## config.mk

```make
export PLATFORM = sky130hd
export DESIGN_NAME = hga_fifo
export DESIGN_NICKNAME = d
export VERILOG_FILES = /design/src/hdl/hash_group_id_assigner_assert.svh /design/src/hdl/hga_fifo.sv
export SDC_FILE = /design/constraint.sdc
export NUM_CORES = 1
export LEC_CHECK = 0
export ABC_CLOCK_PERIOD_IN_PS = 2400
export BUFFER_PORTS_ARGS = -buffer_cell sky130_fd_sc_hd__buf_2
export CELL_PAD_IN_SITES_DETAIL_PLACEMENT = 1
export CELL_PAD_IN_SITES_GLOBAL_PLACEMENT = 1
export CORE_MARGIN = 2
export CORE_UTILIZATION = 43
export DETAILED_ROUTE_END_ITERATION = 16
export PLACE_DENSITY_LB_ADDON = 0.15
export SKIP_LAST_GASP = 1
export SYNTH_ARGS = -nofsm -noshare
export SYNTH_HDL_FRONTEND = slang
export SYNTH_SLANG_ARGS = --single-unit
```

## constraint.sdc

```tcl
create_clock -name i_clk -period 2.4 [get_ports i_clk]
set_input_delay 0.48 -clock i_clk [delete_from_list [all_inputs] [get_ports i_clk]]
set_output_delay 0.48 -clock i_clk [all_outputs]
set_load 0.01 [all_outputs]
```

## src/hdl/hash_group_id_assigner_assert.svh

```systemverilog
// ----------------------------------------------------------------------------
// hash_group_id_assigner_assert.svh
// Assertion macros shared by the grouping block.
// ----------------------------------------------------------------------------
`ifndef HASH_GROUP_ID_ASSIGNER_ASSERT_SVH
`define HASH_GROUP_ID_ASSIGNER_ASSERT_SVH

// Same-cycle implication, disabled while reset is low.
`define HGA_ASSERT_IMPL(label, clk, rst_n, ante, cons) \
    label: assert property (@(posedge clk) disable iff (!rst_n) (ante) |-> (cons)) \
        else $error("%m assertion failed");

// Next-cycle implication, disabled while reset is low.
`define HGA_ASSERT_NEXT(label, clk, rst_n, ante, cons) \
    label: assert property (@(posedge clk) disable iff (!rst_n) (ante) |=> (cons)) \
        else $error("%m assertion failed");

`endif

```

## src/hdl/hga_fifo.sv

```systemverilog
// ----------------------------------------------------------------------------
// hga_fifo
// Short register queue between the front and back ends.
// ----------------------------------------------------------------------------
module hga_fifo #(
    parameter int WIDTH      = 8,
    parameter int DEPTH_LOG2 = 1
) (
    input  logic             i_clk,
    input  logic             i_rst_n,
    input  logic             i_push,
    input  logic [WIDTH-1:0] i_wdata,
    output logic             o_ready,
    input  logic             i_pop,
    output logic [WIDTH-1:0] o_rdata,
    output logic             o_valid
);

    localparam int DEPTH = 2**DEPTH_LOG2;

    logic [WIDTH-1:0]      r_mem [DEPTH];
    logic [DEPTH_LOG2-1:0] r_wptr;
    logic [DEPTH_LOG2-1:0] r_rptr;
    logic [DEPTH_LOG2:0]   r_count;
    logic                  do_push;
    logic                  do_pop;

    assign o_ready = (r_count != (DEPTH_LOG2+1)'(DEPTH));
    assign o_valid = (r_count != '0);
    assign o_rdata = r_mem[r_rptr];
    assign do_push = i_push && o_ready;
    assign do_pop  = i_pop && o_valid;

    always_ff @(posedge i_clk) begin
        if (!i_rst_n) begin
            r_wptr  <= '0;
            r_rptr  <= '0;
            r_count <= '0;
        end else begin
            if (do_push) begin
                r_wptr <= r_wptr + DEPTH_LOG2'(1);
            end
            if (do_pop) begin
                r_rptr <= r_rptr + DEPTH_LOG2'(1);
            end
            if (do_push && !do_pop) begin
                r_count <= r_count + (DEPTH_LOG2+1)'(1);
            end else if (do_pop && !do_push) begin
                r_count <= r_count - (DEPTH_LOG2+1)'(1);
            end
        end
    end

    always_ff @(posedge i_clk) begin
        if (do_push) begin
            r_mem[r_wptr] <= i_wdata;
        end
    end

endmodule

```

---- Word-level counts from Yosys, hierarchy flattened ----
Memories as Yosys holds them, arrays and structs flattened. A register that Yosys moved wholly into a read port is not among the register bits.
Index checks and enable logic that the tools add are counted.
storage, ports and cells
  memory bits (read-only) ................. 0
  memories kept ........................... 1
  RAM bits ................................ 16
  latch bits .............................. 0
  flip-flop bits (word level) ............. 4
  output and inout bits ................... 10
  input port bits ......................... 12
memories
  name   words  bits a word  rd ports  clocked after memory_dff  write ports  line            RTL
  r_mem  2      8            1         1                         1            hga_fifo.sv:21  logic [WIDTH-1:0] r_mem [DEPTH];
operators by class
  reductions and logical operators ........ 8
  add/subtract/negate cells ............... 4
  shifts and indexed selects .............. 0
  mux-type cells .......................... 6
  multipliers ............................. 0
  eq/ne operators ......................... 1
  magnitude comparators ................... 0
  divide/modulo/power cells ............... 0
  bitwise operators ....................... 0
operators with widths
  operator                                                            count
  1-bit logical AND                                                   4
  1-bit two-way mux                                                   4
  2-bit two-way mux                                                   2
  2-bit nonzero test                                                  2
  1-bit adder, second input constant                                  2
  2-bit by 1-bit adder with 2-bit output, second input constant       1
  1-bit logical NOT                                                   2
  2-bit != test, second input constant                                1
  2-bit by 1-bit subtractor with 2-bit output, second input constant  1

---- Longest topological paths before layout ----
  depth after elaboration ................. 6
  mapped depth ............................ 6
  gate-level depth less buffers ........... 6

---- Worst setup path after synthesis ----
No wires, ideal clock.
  kind .................................... register to register
  start ................................... register r_count[0]
  end ..................................... register r_count[1]
  setup time .............................. 70 ps
  clock period less this slack ............ 1517 ps
  slack ................................... 883 ps
  arrival ................................. 1447 ps
  required time ........................... 2330 ps
  buffers on the path ..................... 0
  cell stages (with the launch flop) ...... 6
  cell sequence ........................... dfxtp_1 nand2b_4 and2_1 ha_1 or3_1 a21oi_1
on the way
  cells in the longest elaborated chain, start to end .. 5
  elaborated cells on any way between the ends .. 13
  classes of those cells .................. 2 x add/sub; 1 x eq/ne; 2 x mux; 8 x reduce/logical
ends and longest elaborated chain
  item                          line            RTL
  from (decl)                   hga_fifo.sv:24  logic [DEPTH_LOG2:0] r_count;
  from (signal assigned)        hga_fifo.sv:47  r_count <= r_count + (DEPTH_LOG2+1)'(1);
  from (signal assigned)        hga_fifo.sv:49  r_count <= r_count - (DEPTH_LOG2+1)'(1);
  2-bit != test *               hga_fifo.sv:28  assign o_ready = (r_count != (DEPTH_LOG2+1)'(DEPTH));
  via o_ready                   hga_fifo.sv:13  output logic o_ready,
  1-bit logical AND *           hga_fifo.sv:31  assign do_push = i_push && o_ready;
  via do_push                   hga_fifo.sv:25  logic do_push;
  1-bit logical NOT             hga_fifo.sv:48  end else if (do_pop && !do_push) begin
  1-bit logical AND             hga_fifo.sv:48
  2-bit nonzero test (no line)  --
The timed path passes the listed nets; every way through them passes the cells marked *. The select of a mux whose other input is x is not followed.
A chain may end at the register's enable or synchronous reset.

==> impl_metrics.env <==
export IMPL_critical_path_required_ps=1920
export IMPL_wl_um=1176
export IMPL_irDropWorstVdd_mv=0.4454
export IMPL_die_x_um=47.39
export IMPL_multi_input_area_um2=216.5
export IMPL_rsz0062_at_grt="no"
export IMPL_routabilityCongestion=0.6262
export IMPL_whs_path_depth=1
export IMPL_remaining_drc_errors=0
export IMPL_portBuffers=21
export IMPL_leakage_nw=0.3872
export IMPL_grt_pass1_vias=411
export IMPL_status="complete, no violations"
export IMPL_r2r_slack_ps=790
export IMPL_synth_area_um2=809.5
export IMPL_synth_edff_count=16
export IMPL_rr_endpoint="r_count[1]$_SDFFE_PN0P_"
export IMPL_slowest_stage="dfxtp_1"
export IMPL_worst_setup_path_start_kind="flip-flop"
export IMPL_grt_usage=0.1263
export IMPL_row_count=15
export IMPL_via_per_inst=4.707
export IMPL_async_flop_share=0
export IMPL_cpPeakStageDelay_ps=530
export IMPL_crit_chain="mux2_2 -> buf_2"
export IMPL_worstRegToRegCells=5
export IMPL_hp_class="in2reg"
export IMPL_dp_final_hpwl_um=874.4
export IMPL_max_slew_margin_rel=0.7289
export IMPL_die_area_um2=2246
export IMPL_setup_worst_path_class="reg2out"
export IMPL_hold_viol=0
export IMPL_placed_cell_area_um2=940.9
export IMPL_cts_root_buffer="clkbuf_4"
export IMPL_cts_hold_repair_buffers=0
export IMPL_start_util=0.4638
export IMPL_setup_tns_ps=0
export IMPL_clkLatencyLatePin_ps=290
export IMPL_num_vias=466
export IMPL_drt_initial_drc_count=4
export IMPL_pwr_density_cell_nw_per_um2=992.1
export IMPL_dieHeight_um=47.39
export IMPL_syn_inst=50
export IMPL_cts_tree="done"
export IMPL_ctsResizeCount=0
export IMPL_ff_latch_area_um2=580.6
export IMPL_grt_pass1_wl_um=1828
export IMPL_fin_ws_ps=578.1
export IMPL_fin_crit_sh=0.7591
export IMPL_syn_to_final_growth_pct=19.47
export IMPL_postCtsSetupRepairBufs=0
export IMPL_ys_types=17
export IMPL_worstPathMaxFanout=8
export IMPL_diodes=0
export IMPL_regToRegStartpoint="r_count[0]$_SDFFE_PN0P_"
export IMPL_coreArea_um2=1745
export IMPL_layout_min_cycle_time_ps=1822
export IMPL_synth_ff_type="edfxtp_1"
export IMPL_dp_worst_setup_slack_ps=755.1
export IMPL_cts_buffer_depth=2
export IMPL_max_freq_mhz=548.9
export IMPL_critical_path_arrival_ps=1340
export IMPL_avgSynthCellArea_um2=16.19
export IMPL_ys_seq_area_frac=0.7172
export IMPL_dr_pass1_iters=2
export IMPL_wire_per_inst_um=11.88
export IMPL_maxCapViolations=0
export IMPL_yosysWarnings=0
export IMPL_fin_area_um2=967.2
export IMPL_setup_viol=0
export IMPL_tightest_slew_ps=406.6
export IMPL_synth_seq_cells=21
export IMPL_n_fill_cell=186
export IMPL_clk_pin_slew_ps=110
export IMPL_whs_endpoint="r_mem[0][0]$_DFFE_PP_"
export IMPL_drive_gt1_frac=0.4730
export IMPL_ios=22
export IMPL_holdCritStartpoint="i_wdata[0]"
export IMPL_antenna_left=0
export IMPL_most_common_layout_cells="21 x buf_2, 16 x edfxtp_1, 8 x mux2_2"
export IMPL_nNetsFinal=88
export IMPL_antenna_found_initial=0
export IMPL_cts_max_level=1
export IMPL_slew_viol_final=0
export IMPL_endpoint_kind="primary output"
export IMPL_synth_fp_nets=63
export IMPL_cts_num_sinks=21
export IMPL_clock_skew_ps=3.624
export IMPL_grt_overflow_total=0
export IMPL_layout_commonest_cell="buf_2"
export IMPL_cts_buffers=3
export IMPL_grt_max_degree=12
## state kept, by name, summed over array words and instances, names as in the netlist, named ones only
register and count:
r_wptr 1, r_count 2, r_mem 16, r_rptr 1
## metal layers
metal,share of wire,global-route usage
met1,0.45,0.1589
met2,0.47,0.1811
met3,0.052,0.04615
met4,0.025,0.08333
met5,0,0
## how the worst max path moves through the flow
stage	startpoint	to	slack (ps)
final	flip-flop	o_rdata[3]	580
after global routing	flip-flop	o_rdata[3]	480
after global placement	i_pop	r_count[1]$_SDFFE_PN0P_	790
after detailed placement	i_push	r_count[1]$_SDFFE_PN0P_	760
after floorplan	r_count[0]$_SDFFE_PN0P_	r_count[1]$_SDFFE_PN0P_	880
after CTS	flip-flop	o_rdata[5]	550
## through the flow
stage                     power (mW)  hold slack [ps]  instances    util
after detailed placement      0.8117            518.4         95  0.5391
after global routing           1.024            346.8         99  0.5541
after floorplan               0.7150            472.5         50       -
final                         0.9596            364.5         99  0.5541
after global placement        0.8061            486.1         95  0.5391
after CTS                     0.9717            357.6         99  0.5541
## cells by family (layout without fill, tap and decap cells)
kind of cell / count (synthesis) / in the layout / share of synthesized area
buffers and inverters: 3 / 27 / 0.01545
AOI/OAI and AO/OA: 5 / 5 / 0.03710
muxes: 8 / 8 / 0.1113
and+or+nand+nor: 9 / 9 / 0.07112
xor gates and xnor gates: 3 / 3 / 0.03246
adders and majority gates: 1 / 1 / 0.01545
DFF: 21 / 21 / 0.7172
## area by class of cell
type / instances / share of cell area
timing repair buffer: 21 / 0.1087
clock buffer: 4 / 0.02717
tap: 25 / 0.03234
multi-input combinational: 26 / 0.2238
inverter: 2 / 0.007762
sequential: 21 / 0.6003
## synth_stat cells (2+ instances only)
cell type	instances	area, um^2
a21oi_1	2	10.01
dfxtp_1	5	100.1
edfxtp_1	16	480.5
inv_1	2	7.510
mux2_2	8	90.09
nor2_1	3	11.26
o21ai_0	2	10.01
xor2_1	3	26.28
## power by group
part           switching (mW)  internal (mW)
Combinational           0.137          0.152
Clock                  0.0965         0.0647
Sequential             0.0482          0.461
## critical path, delay by kind of cell, from the launching register on
family | cells | cell delay (ps)
flip-flops | 1 | 530
multiplexers | 1 | 380
buffers and inverters | 1 | 140
Note: power is estimated with default switching activity, not from simulation.
