$ cat src/hdl/hash_group_id_assigner_assert.svh
// ----------------------------------------------------------------------------
// hash_group_id_assigner_assert.svh
// Assertion macros shared by the grouping block.
// ----------------------------------------------------------------------------
`ifndef HASH_GROUP_ID_ASSIGNER_ASSERT_SVH
`define HASH_GROUP_ID_ASSIGNER_ASSERT_SVH

// Same-cycle implication, disabled while reset is low.
`define HGA_ASSERT_IMPL(label, clk, rst_n, ante, cons) \
    label: assert property (@(posedge clk) disable iff (!rst_n) (ante) |-> (cons)) \
        else $error("%m assertion failed");

// Next-cycle implication, disabled while reset is low.
`define HGA_ASSERT_NEXT(label, clk, rst_n, ante, cons) \
    label: assert property (@(posedge clk) disable iff (!rst_n) (ante) |=> (cons)) \
        else $error("%m assertion failed");

`endif

$ cat src/hdl/hga_pkg.sv
// ----------------------------------------------------------------------------
// hga_pkg
// Types and constants of the hash group id assigner.
// ----------------------------------------------------------------------------
package hga_pkg;

    localparam int KEY_W   = 64;
    localparam int PREV_W  = 17;
    localparam int GID_W   = 17;
    localparam int BITS_W  = 5;
    localparam int CFG_W   = 5;
    localparam int CFG_IDX_W = 2;

    localparam logic [31:0]        HASH_MULT       = 32'd3141592653;
    localparam logic [BITS_W-1:0]  MIN_TABLE_BITS  = 5'd8;

    // configuration register indexes
    localparam logic [CFG_IDX_W-1:0] CFG_TABLE_BITS   = 2'd0;
    localparam logic [CFG_IDX_W-1:0] CFG_KEY_KIND     = 2'd1;
    localparam logic [CFG_IDX_W-1:0] CFG_COMBINE_PREV = 2'd2;

    // key kinds
    localparam logic [1:0] KIND_INT32  = 2'd0;
    localparam logic [1:0] KIND_PAIR64 = 2'd1;
    localparam logic [1:0] KIND_HANDLE = 2'd2;

    // item opcodes
    localparam logic OP_GROUP = 1'b0;
    localparam logic OP_CLEAR = 1'b1;

    // classified work item, front to back
    typedef struct packed {
        logic              op;
        logic [KEY_W-1:0]  key;
        logic [PREV_W-1:0] prev;
        logic              cmp_full;
        logic              use_prev;
        logic [BITS_W-1:0] bits;
    } t_item;

    // one table slot as kept in memory
    typedef struct packed {
        logic              valid;
        logic [KEY_W-1:0]  key;
        logic [PREV_W-1:0] prev;
        logic [GID_W-1:0]  group;
    } t_slot_entry;

    typedef enum logic [1:0] {
        ST_WIPE,
        ST_IDLE,
        ST_PROBE,
        ST_CLR_ACK
    } t_back_state;

    // back-end status seen by the front and the top level
    typedef struct packed {
        logic wiping;
        logic init_wipe;
    } t_back_stat;

endpackage

$ cat src/hdl/hga_front.sv
// ----------------------------------------------------------------------------
// hga_front
// Accepts items, folds the key word and hashes it to a home slot.
// ----------------------------------------------------------------------------
module hga_front
    import hga_pkg::*;
#(
    parameter int MAX_TABLE_BITS = 17
) (
    input  logic                      i_clk,
    input  logic                      i_rst_n,
    input  logic [BITS_W-1:0]         i_table_bits,
    input  logic [1:0]                i_key_kind,
    input  logic                      i_combine_prev,
    input  t_back_stat                i_stat,
    input  logic                      i_in_valid,
    output logic                      o_in_stall,
    input  logic                      i_op,
    input  logic [KEY_W-1:0]          i_key,
    input  logic [PREV_W-1:0]         i_prev_group,
    output logic                      o_q_push,
    output t_item                     o_q_item,
    output logic [MAX_TABLE_BITS-1:0] o_q_slot,
    input  logic                      i_q_ready
);

    localparam int TW = MAX_TABLE_BITS;

    logic        r_a_valid;
    t_item       r_a_item;
    logic [31:0] r_a_word;
    logic        r_b_valid;
    t_item       r_b_item;
    logic [31:0] r_b_hk;
    logic [31:0] r_b_hp;

    logic              b_adv;
    logic              accept;
    t_item             in_item;
    logic [31:0]       in_word;
    logic [BITS_W-1:0] eff_bits;
    logic [31:0]       hash;
    logic [31:0]       hash_top;
    logic [5:0]        shamt;

    assign b_adv      = !r_b_valid || i_q_ready;
    assign o_in_stall = i_stat.init_wipe || (r_a_valid && !b_adv);
    assign accept     = i_in_valid && !o_in_stall;

    // table size clamp
    always_comb begin
        if (i_table_bits < MIN_TABLE_BITS) begin
            eff_bits = MIN_TABLE_BITS;
        end else if (i_table_bits > BITS_W'(MAX_TABLE_BITS)) begin
            eff_bits = BITS_W'(MAX_TABLE_BITS);
        end else begin
            eff_bits = i_table_bits;
        end
    end

    // key classification; the unused kind code behaves as int32
    always_comb begin
        in_item.op       = i_op;
        in_item.key      = i_key;
        in_item.prev     = i_prev_group;
        in_item.use_prev = i_combine_prev;
        in_item.bits     = eff_bits;
        case (i_key_kind)
            KIND_PAIR64: begin
                in_word          = i_key[31:0] + i_key[63:32];
                in_item.cmp_full = 1'b1;
            end
            KIND_HANDLE: begin
                in_word          = i_key[31:0];
                in_item.cmp_full = 1'b1;
            end
            default: begin
                in_word          = i_key[31:0];
                in_item.cmp_full = 1'b0;
            end
        endcase
    end

    always_ff @(posedge i_clk) begin
        if (!i_rst_n) begin
            r_a_valid <= 1'b0;
            r_b_valid <= 1'b0;
        end else begin
            if (!o_in_stall) begin
                r_a_valid <= i_in_valid;
            end
            if (b_adv) begin
                r_b_valid <= r_a_valid && !o_in_stall;
            end
        end
    end

    always_ff @(posedge i_clk) begin
        if (accept) begin
            r_a_item <= in_item;
            r_a_word <= in_word;
        end
        if (b_adv && r_a_valid) begin
            r_b_item <= r_a_item;
            r_b_hk   <= r_a_word * HASH_MULT;
            r_b_hp   <= 32'(r_a_item.prev) * HASH_MULT;
        end
    end

    // home slot: top eff_bits bits of the 32-bit hash
    assign hash     = r_b_item.use_prev ? (r_b_hk ^ r_b_hp) : r_b_hk;
    assign shamt    = 6'd32 - {1'b0, r_b_item.bits};
    assign hash_top = hash >> shamt;

    assign o_q_push = r_b_valid;
    assign o_q_item = r_b_item;
    assign o_q_slot = hash_top[TW-1:0];

endmodule

$ cat config.mk
export PLATFORM = sky130hd
export DESIGN_NAME = hga_front
export DESIGN_NICKNAME = d
export VERILOG_FILES = /design/src/hdl/hash_group_id_assigner_assert.svh /design/src/hdl/hga_pkg.sv /design/src/hdl/hga_front.sv
export SDC_FILE = /design/constraint.sdc
export NUM_CORES = 1
export LEC_CHECK = 0
export ABC_AREA = 1
export BUFFER_PORTS_ARGS = -buffer_cell sky130_fd_sc_hd__buf_2
export CORE_ASPECT_RATIO = 1.5
export CORE_MARGIN = 10
export CORE_UTILIZATION = 50
export CTS_BUF_LIST = sky130_fd_sc_hd__clkbuf_8
export CTS_CLUSTER_SIZE = 10
export DETAILED_ROUTE_END_ITERATION = 16
export GPL_TIMING_DRIVEN = 1
export PLACE_DENSITY = 0.73
export SYNTH_ARGS = -nofsm -noshare
export SYNTH_HDL_FRONTEND = slang
export SYNTH_SLANG_ARGS = --single-unit
$ cat constraint.sdc
create_clock -name i_clk -period 9.1 [get_ports i_clk]
set_clock_uncertainty 0.05 [all_clocks]
set_input_delay 1.82 -clock i_clk [delete_from_list [all_inputs] [get_ports i_clk]]
set_output_delay 1.82 -clock i_clk [all_outputs]
set_load 0.05 [all_outputs]
== Yosys cells after proc, flatten, opt, wreduce, memory -nomap -nowiden ==
Cells that the tools add are included.

* Bits in registers: 276
* Output and inout port bits: 108
* Logic and storage cells: 43

* Add/subtract/negate cells: 2
* $mul: 2
* Magnitude comparators: 2
* Equal/unequal tests: 2
* Shift-type cells: 1
* Mux-type cells: 4
* Bitwise operators: 1
* Reduce and logical (&&, ||, !) cells: 11

{| class="wikitable"
|+ Operators by type and width
! cell !! count
|-
| 32-bit two-way mux || 2
|-
| 32-bit adder || 1
|-
| 17-bit by 32-bit multiplier with 32-bit output, second input constant || 1
|-
| 32-bit by 32-bit multiplier with 32-bit output, second input constant || 1
|-
| 32-bit by 6-bit >> shifter with 17-bit output || 1
|-
| 32-bit bitwise XOR || 1
|-
| 6-bit by 5-bit subtractor with 6-bit output, first input constant || 1
|-
| 5-bit > comparator, second input constant || 1
|-
| 5-bit by 4-bit less-than comparator with 1-bit output, second input constant || 1
|-
| 5-bit two-way mux || 1
|-
| 1-bit logical AND || 4
|-
| 2-bit OR reduction || 2
|-
| 1-bit zero test || 3
|-
| 2-bit by 1-bit equality test with 1-bit output, second input constant || 1
|-
| 2-bit equality test, second input constant || 1
|-
| 1-bit logical OR || 2
|-
| 1-bit two-way mux || 1
|}

== Logic depth before layout (Yosys ltp) ==
* Depth after elaboration: 7
* Depth in mapped cells: 27

== Least setup slack after synthesis ==
Ideal clock, no wire load.

* Path type: input to register
* From: input port i_q_ready
* To: register r_b_item (netlist bit o_q_item[0]), enable pin
* Arrival: 8,193 ps
* Path slack: 190 ps
* Stages on the path: 2
* Path through: nor2_1 -> nor2_1

* Word-level cells in the longest chain between the ends: 2

{| class="wikitable"
|+ RTL lines
! item !! line !! RTL
|-
| start: declaration || hga_front.sv:24 || <nowiki>input logic i_q_ready</nowiki>
|-
| 1-bit logical OR || hga_front.sv:46 || <nowiki>assign b_adv = !r_b_valid || i_q_ready;</nowiki>
|-
| 1-bit logical AND || hga_front.sv:103 || <nowiki>if (b_adv && r_a_valid) begin</nowiki>
|-
| end signal: assignment || hga_front.sv:104 || <nowiki>r_b_item <= r_a_item;</nowiki>
|-
| end: declaration || hga_front.sv:33 || <nowiki>t_item r_b_item;</nowiki>
|}

No other way between the ends.
A chain may end at the register's enable or synchronous reset.

== Worst setup path in the final report ==
* From: register r_a_word[16]
* To: register r_b_hk[26], data pin

* Word-level cells in the longest chain between the ends: 1

{| class="wikitable"
|+ RTL lines
! item !! line !! RTL
|-
| start: declaration || hga_front.sv:31 || <nowiki>logic [31:0] r_a_word;</nowiki>
|-
| start signal: assignment || hga_front.sv:101 || <nowiki>r_a_word <= in_word;</nowiki>
|-
| 32-bit by 32-bit multiplier with 32-bit output || hga_front.sv:105 || <nowiki>r_b_hk <= r_a_word * HASH_MULT;</nowiki>
|-
| end signal: assignment || hga_front.sv:105 ||
|-
| end: declaration || hga_front.sv:34 || <nowiki>logic [31:0] r_b_hk;</nowiki>
|}

No other way between the ends.

==> results by group <==
Critical path
  – Crit. End Element: flop
  – Worst setup SP type: flop
  – Crit Path Class: reg2reg
  – Reg2Reg Depth: 17
  – FF-to-FF Start: r_a_word[16]
  – Crit Path Max Fanout: 5
  – CP arrival: 6670 ps
  – FF-to-FF setup slack: 2680 ps
  – Crit. Startpoint: r_a_word[16]
  – Setup crit end: r_b_hk[26]
  – Critical Path RT: 9340 ps
  – RR Endpoint: r_b_hk[26]

Finish
  – Final nets: 3737
  – Reg area: 0.008208 mm2
  – Filler instances: around 4.7k
  – Commonest cells after routing, fill and taps aside: 595 x inv_1, 505 x nand2_1, 357 x ha_1
  – Most common cell after layout, fill and taps aside: inv_1
  – Layout cells sized above 1: 0.09672
  – Multi-input logic area: 0.01621 mm2
  – Layout area overhead: 10.16%

Timing
  – F_max: 155.7 MHz
  – Endpoints failing setup: 0
  – Worst Tran Pin Value: 1200 ps
  – Final min period: 6424 ps
  – Slew Limit Fails: 0
  – Fin. Hold Viols: 0
  – Final WS setup: 2676 ps
  – Unrepaired setup endpoints after global routing: no
  – Tcrit/Tclk final: 0.7060
  – Slew headroom: 0.1941
  – Final setup TNS: 0 ps

Global routing
  – Antenna violations before repair: 3
  – First-pass GRT wire length: approximately 120 mm
  – Vias in the first global route: 21.59k
  – Total track usage: 0.2375
  – Grt ovf: 0
  – Largest net degree at the start of global routing: 78

Die
  – Die area: between 0.06 and 0.07 mm2
  – Die Ht: 303.5 um
  – # IOs: 204
  – Die Wd: about 210 um
  – # rows: 103
  – Core area: 0.05284 mm2
  – Initial Util: 0.5069

Synth
  – Yosys cell types: 43
  – Seq/Total Area, Yosys: 0.3064
  – Syn_nets: 3516
  – Yosys top cell area share: 0.3049
  – Post-Synthesis Cell Area: 0.02679 mm2
  – Mapped Avg Cell Area: 9.583 um2
  – Synth top area cells: edfxtp_1 30%, fa_1 20%, ha_1 17%, inv_1 8.2%, nand2_1 7.1%
  – Post-synthesis async set-or-reset flop share: 0
  – EDFF count, synth: 272
  – Post-synthesis cell count: approximately 2.8k
  – Yosys top cell by area: edfxtp_1
  – Yosys warning count: 0
  – Top_reg_cell synth: edfxtp_1
  – Flops & latches, synth: 274

Clock network
  – Clk slew on worst S/H paths: 80 ps
  – Clock buffer count from CTS: 44
  – CTS max path bufs: 3
  – CTS root buffer: clkbuf_8
  – Clock sinks: 274
  – Cts-stage hold buffer count: 0
  – Clk Latency, worst-skew pair: 600 ps
  – Resized cells post-CTS: 0
  – TritonCTS clock tree: done
  – Setup bufs post-CTS: 0
  – H-tree depth: 2

Placed design
  – Dpl ws: 2768 ps
  – # port buffers: between 200 and 250
  – GPL Wtd Cong: 0.9824
  – Post-DP HPWL: ~64 mm

Drt
  – DRT iter0 DRCs: between 1k and 1.5k
  – Wire per inst: 20.16 um
  – Vias per cell: 5.304
  – Final antenna-violating net count: 0
  – WL final: 75.25 mm
  – Residual DRC: 0
  – TritonRoute pass-1 iters: 5
  – Via count: 19.80k

Hold path
  – Hold WC Path Type: reg2reg

Status
  – Outcome: complete, no violations

Flow run
  – Max capacitance violation total: 0
[how the worst min path moves through the flow]
stage                  from           end  slack [ps]  cells past startpoint
2_1_floorplan   r_a_item[0]   o_q_item[0]         350                      0
3_3_place_gp   r_a_item[56]  o_q_item[56]         350                      0
3_5_place_dp   r_a_item[25]  o_q_item[25]         350                      0
4_1_cts        r_a_item[70]  o_q_item[70]         350                      0
5_1_grt        r_a_item[55]  o_q_item[55]         370                      0
6_report       r_a_item[55]  o_q_item[55]         350                      0
[cell families after synthesis]
group                      after synthesis  share of synthesized area
adders and majority gates              625                     0.3671
buffers and inverters                  629                    0.08908
xor gates and xnor gates               136                    0.04447
AOI/OAI and AO/OA                      263                    0.05493
DFF                                    274                     0.3064
and+or+nand+nor                        868                     0.1380
[critical path: stages, from the launching register on]
cell and delay [ps]:
edfxtp_1 520, ha_1 360, ha_1 370, fa_1 540, inv_1 90, fa_1 530, inv_1 50, fa_1 500
ha_1 230, fa_1 450, fa_1 430, ha_1 380, a21oi_1 360, o21ai_0 150, a31oi_1 430, nand3_1 310
a21oi_1 250, xnor2_1 130
[cell usage after synthesis, types with 3 or more instances]
master / n
ha_1: 357
or2_2: 8
a21boi_0: 5
xor2_1: 64
nor3_1: 16
a21oi_1: 106
inv_2: 3
nor4_1: 6
or2_1: 5
edfxtp_1: 272
o211ai_1: 7
buf_4: 4
xnor2_1: 72
clkbuf_1: 19
a21o_1: 12
nand2_1: 505
o21ai_1: 33
o21a_1: 6
fa_1: 268
o31ai_1: 3
nand4_1: 14
buf_1: 5
o21ai_0: 60
a31oi_1: 11
buf_2: 8
nand3b_1: 8
nor2_1: 83
o21bai_1: 14
nand3_1: 214
inv_1: 588
[layer usage]
| layer | up-vias | GRT usage | part of all wire |
|---|---|---|---|
| li1 | 9466 | - | - |
| met1 | 9505 | 0.2620 | 0.38 |
| met2 | 653 | 0.4373 | 0.52 |
| met3 | 173 | 0.03827 | 0.051 |
| met4 | 4 | 0.1131 | 0.049 |
| met5 | - | 0 | 0.00045 |
[flip-flops by register name (all words and copies together), names as in the netlist]
signal     count
r_a_item      89
r_a_word      32
o_q_push       1
r_a_valid      1
r_b_hp        30
o_q_item      89
r_b_hk        32
[final cells by class]
cell class	instances	area share
Multi-Input combinational cell	1892	0.5495
Sequential cell	274	0.2782
Inverter	593	0.07544
Timing Repair Buffer	211	0.03655
Tap cell	682	0.02892
Clock buffer	45	0.02099
Clock inverter	35	0.01030
Antenna cell	1	0.00008481
[through the flow]
| stage | instance area [um2] | std cells | hold WS [ps] | utilization |
|---|---|---|---|---|
| 3_3_place_gp | 28580 | 3652 | 351.8 | 0.5409 |
| 5_1_grt | 29510 | 3733 | 371.3 | 0.5584 |
| 3_5_place_dp | 28580 | 3652 | 354.5 | 0.5409 |
| 6_report | 29510 | 3733 | 350.9 | 0.5584 |
| 4_1_cts | 29500 | 3732 | 353.1 | 0.5584 |
| 2_1_floorplan | 26790 | 2795 | 350.3 | - |
Power is not shown: default switching activity piles up to over one toggle a cycle in this logic, so the estimate is an artifact.
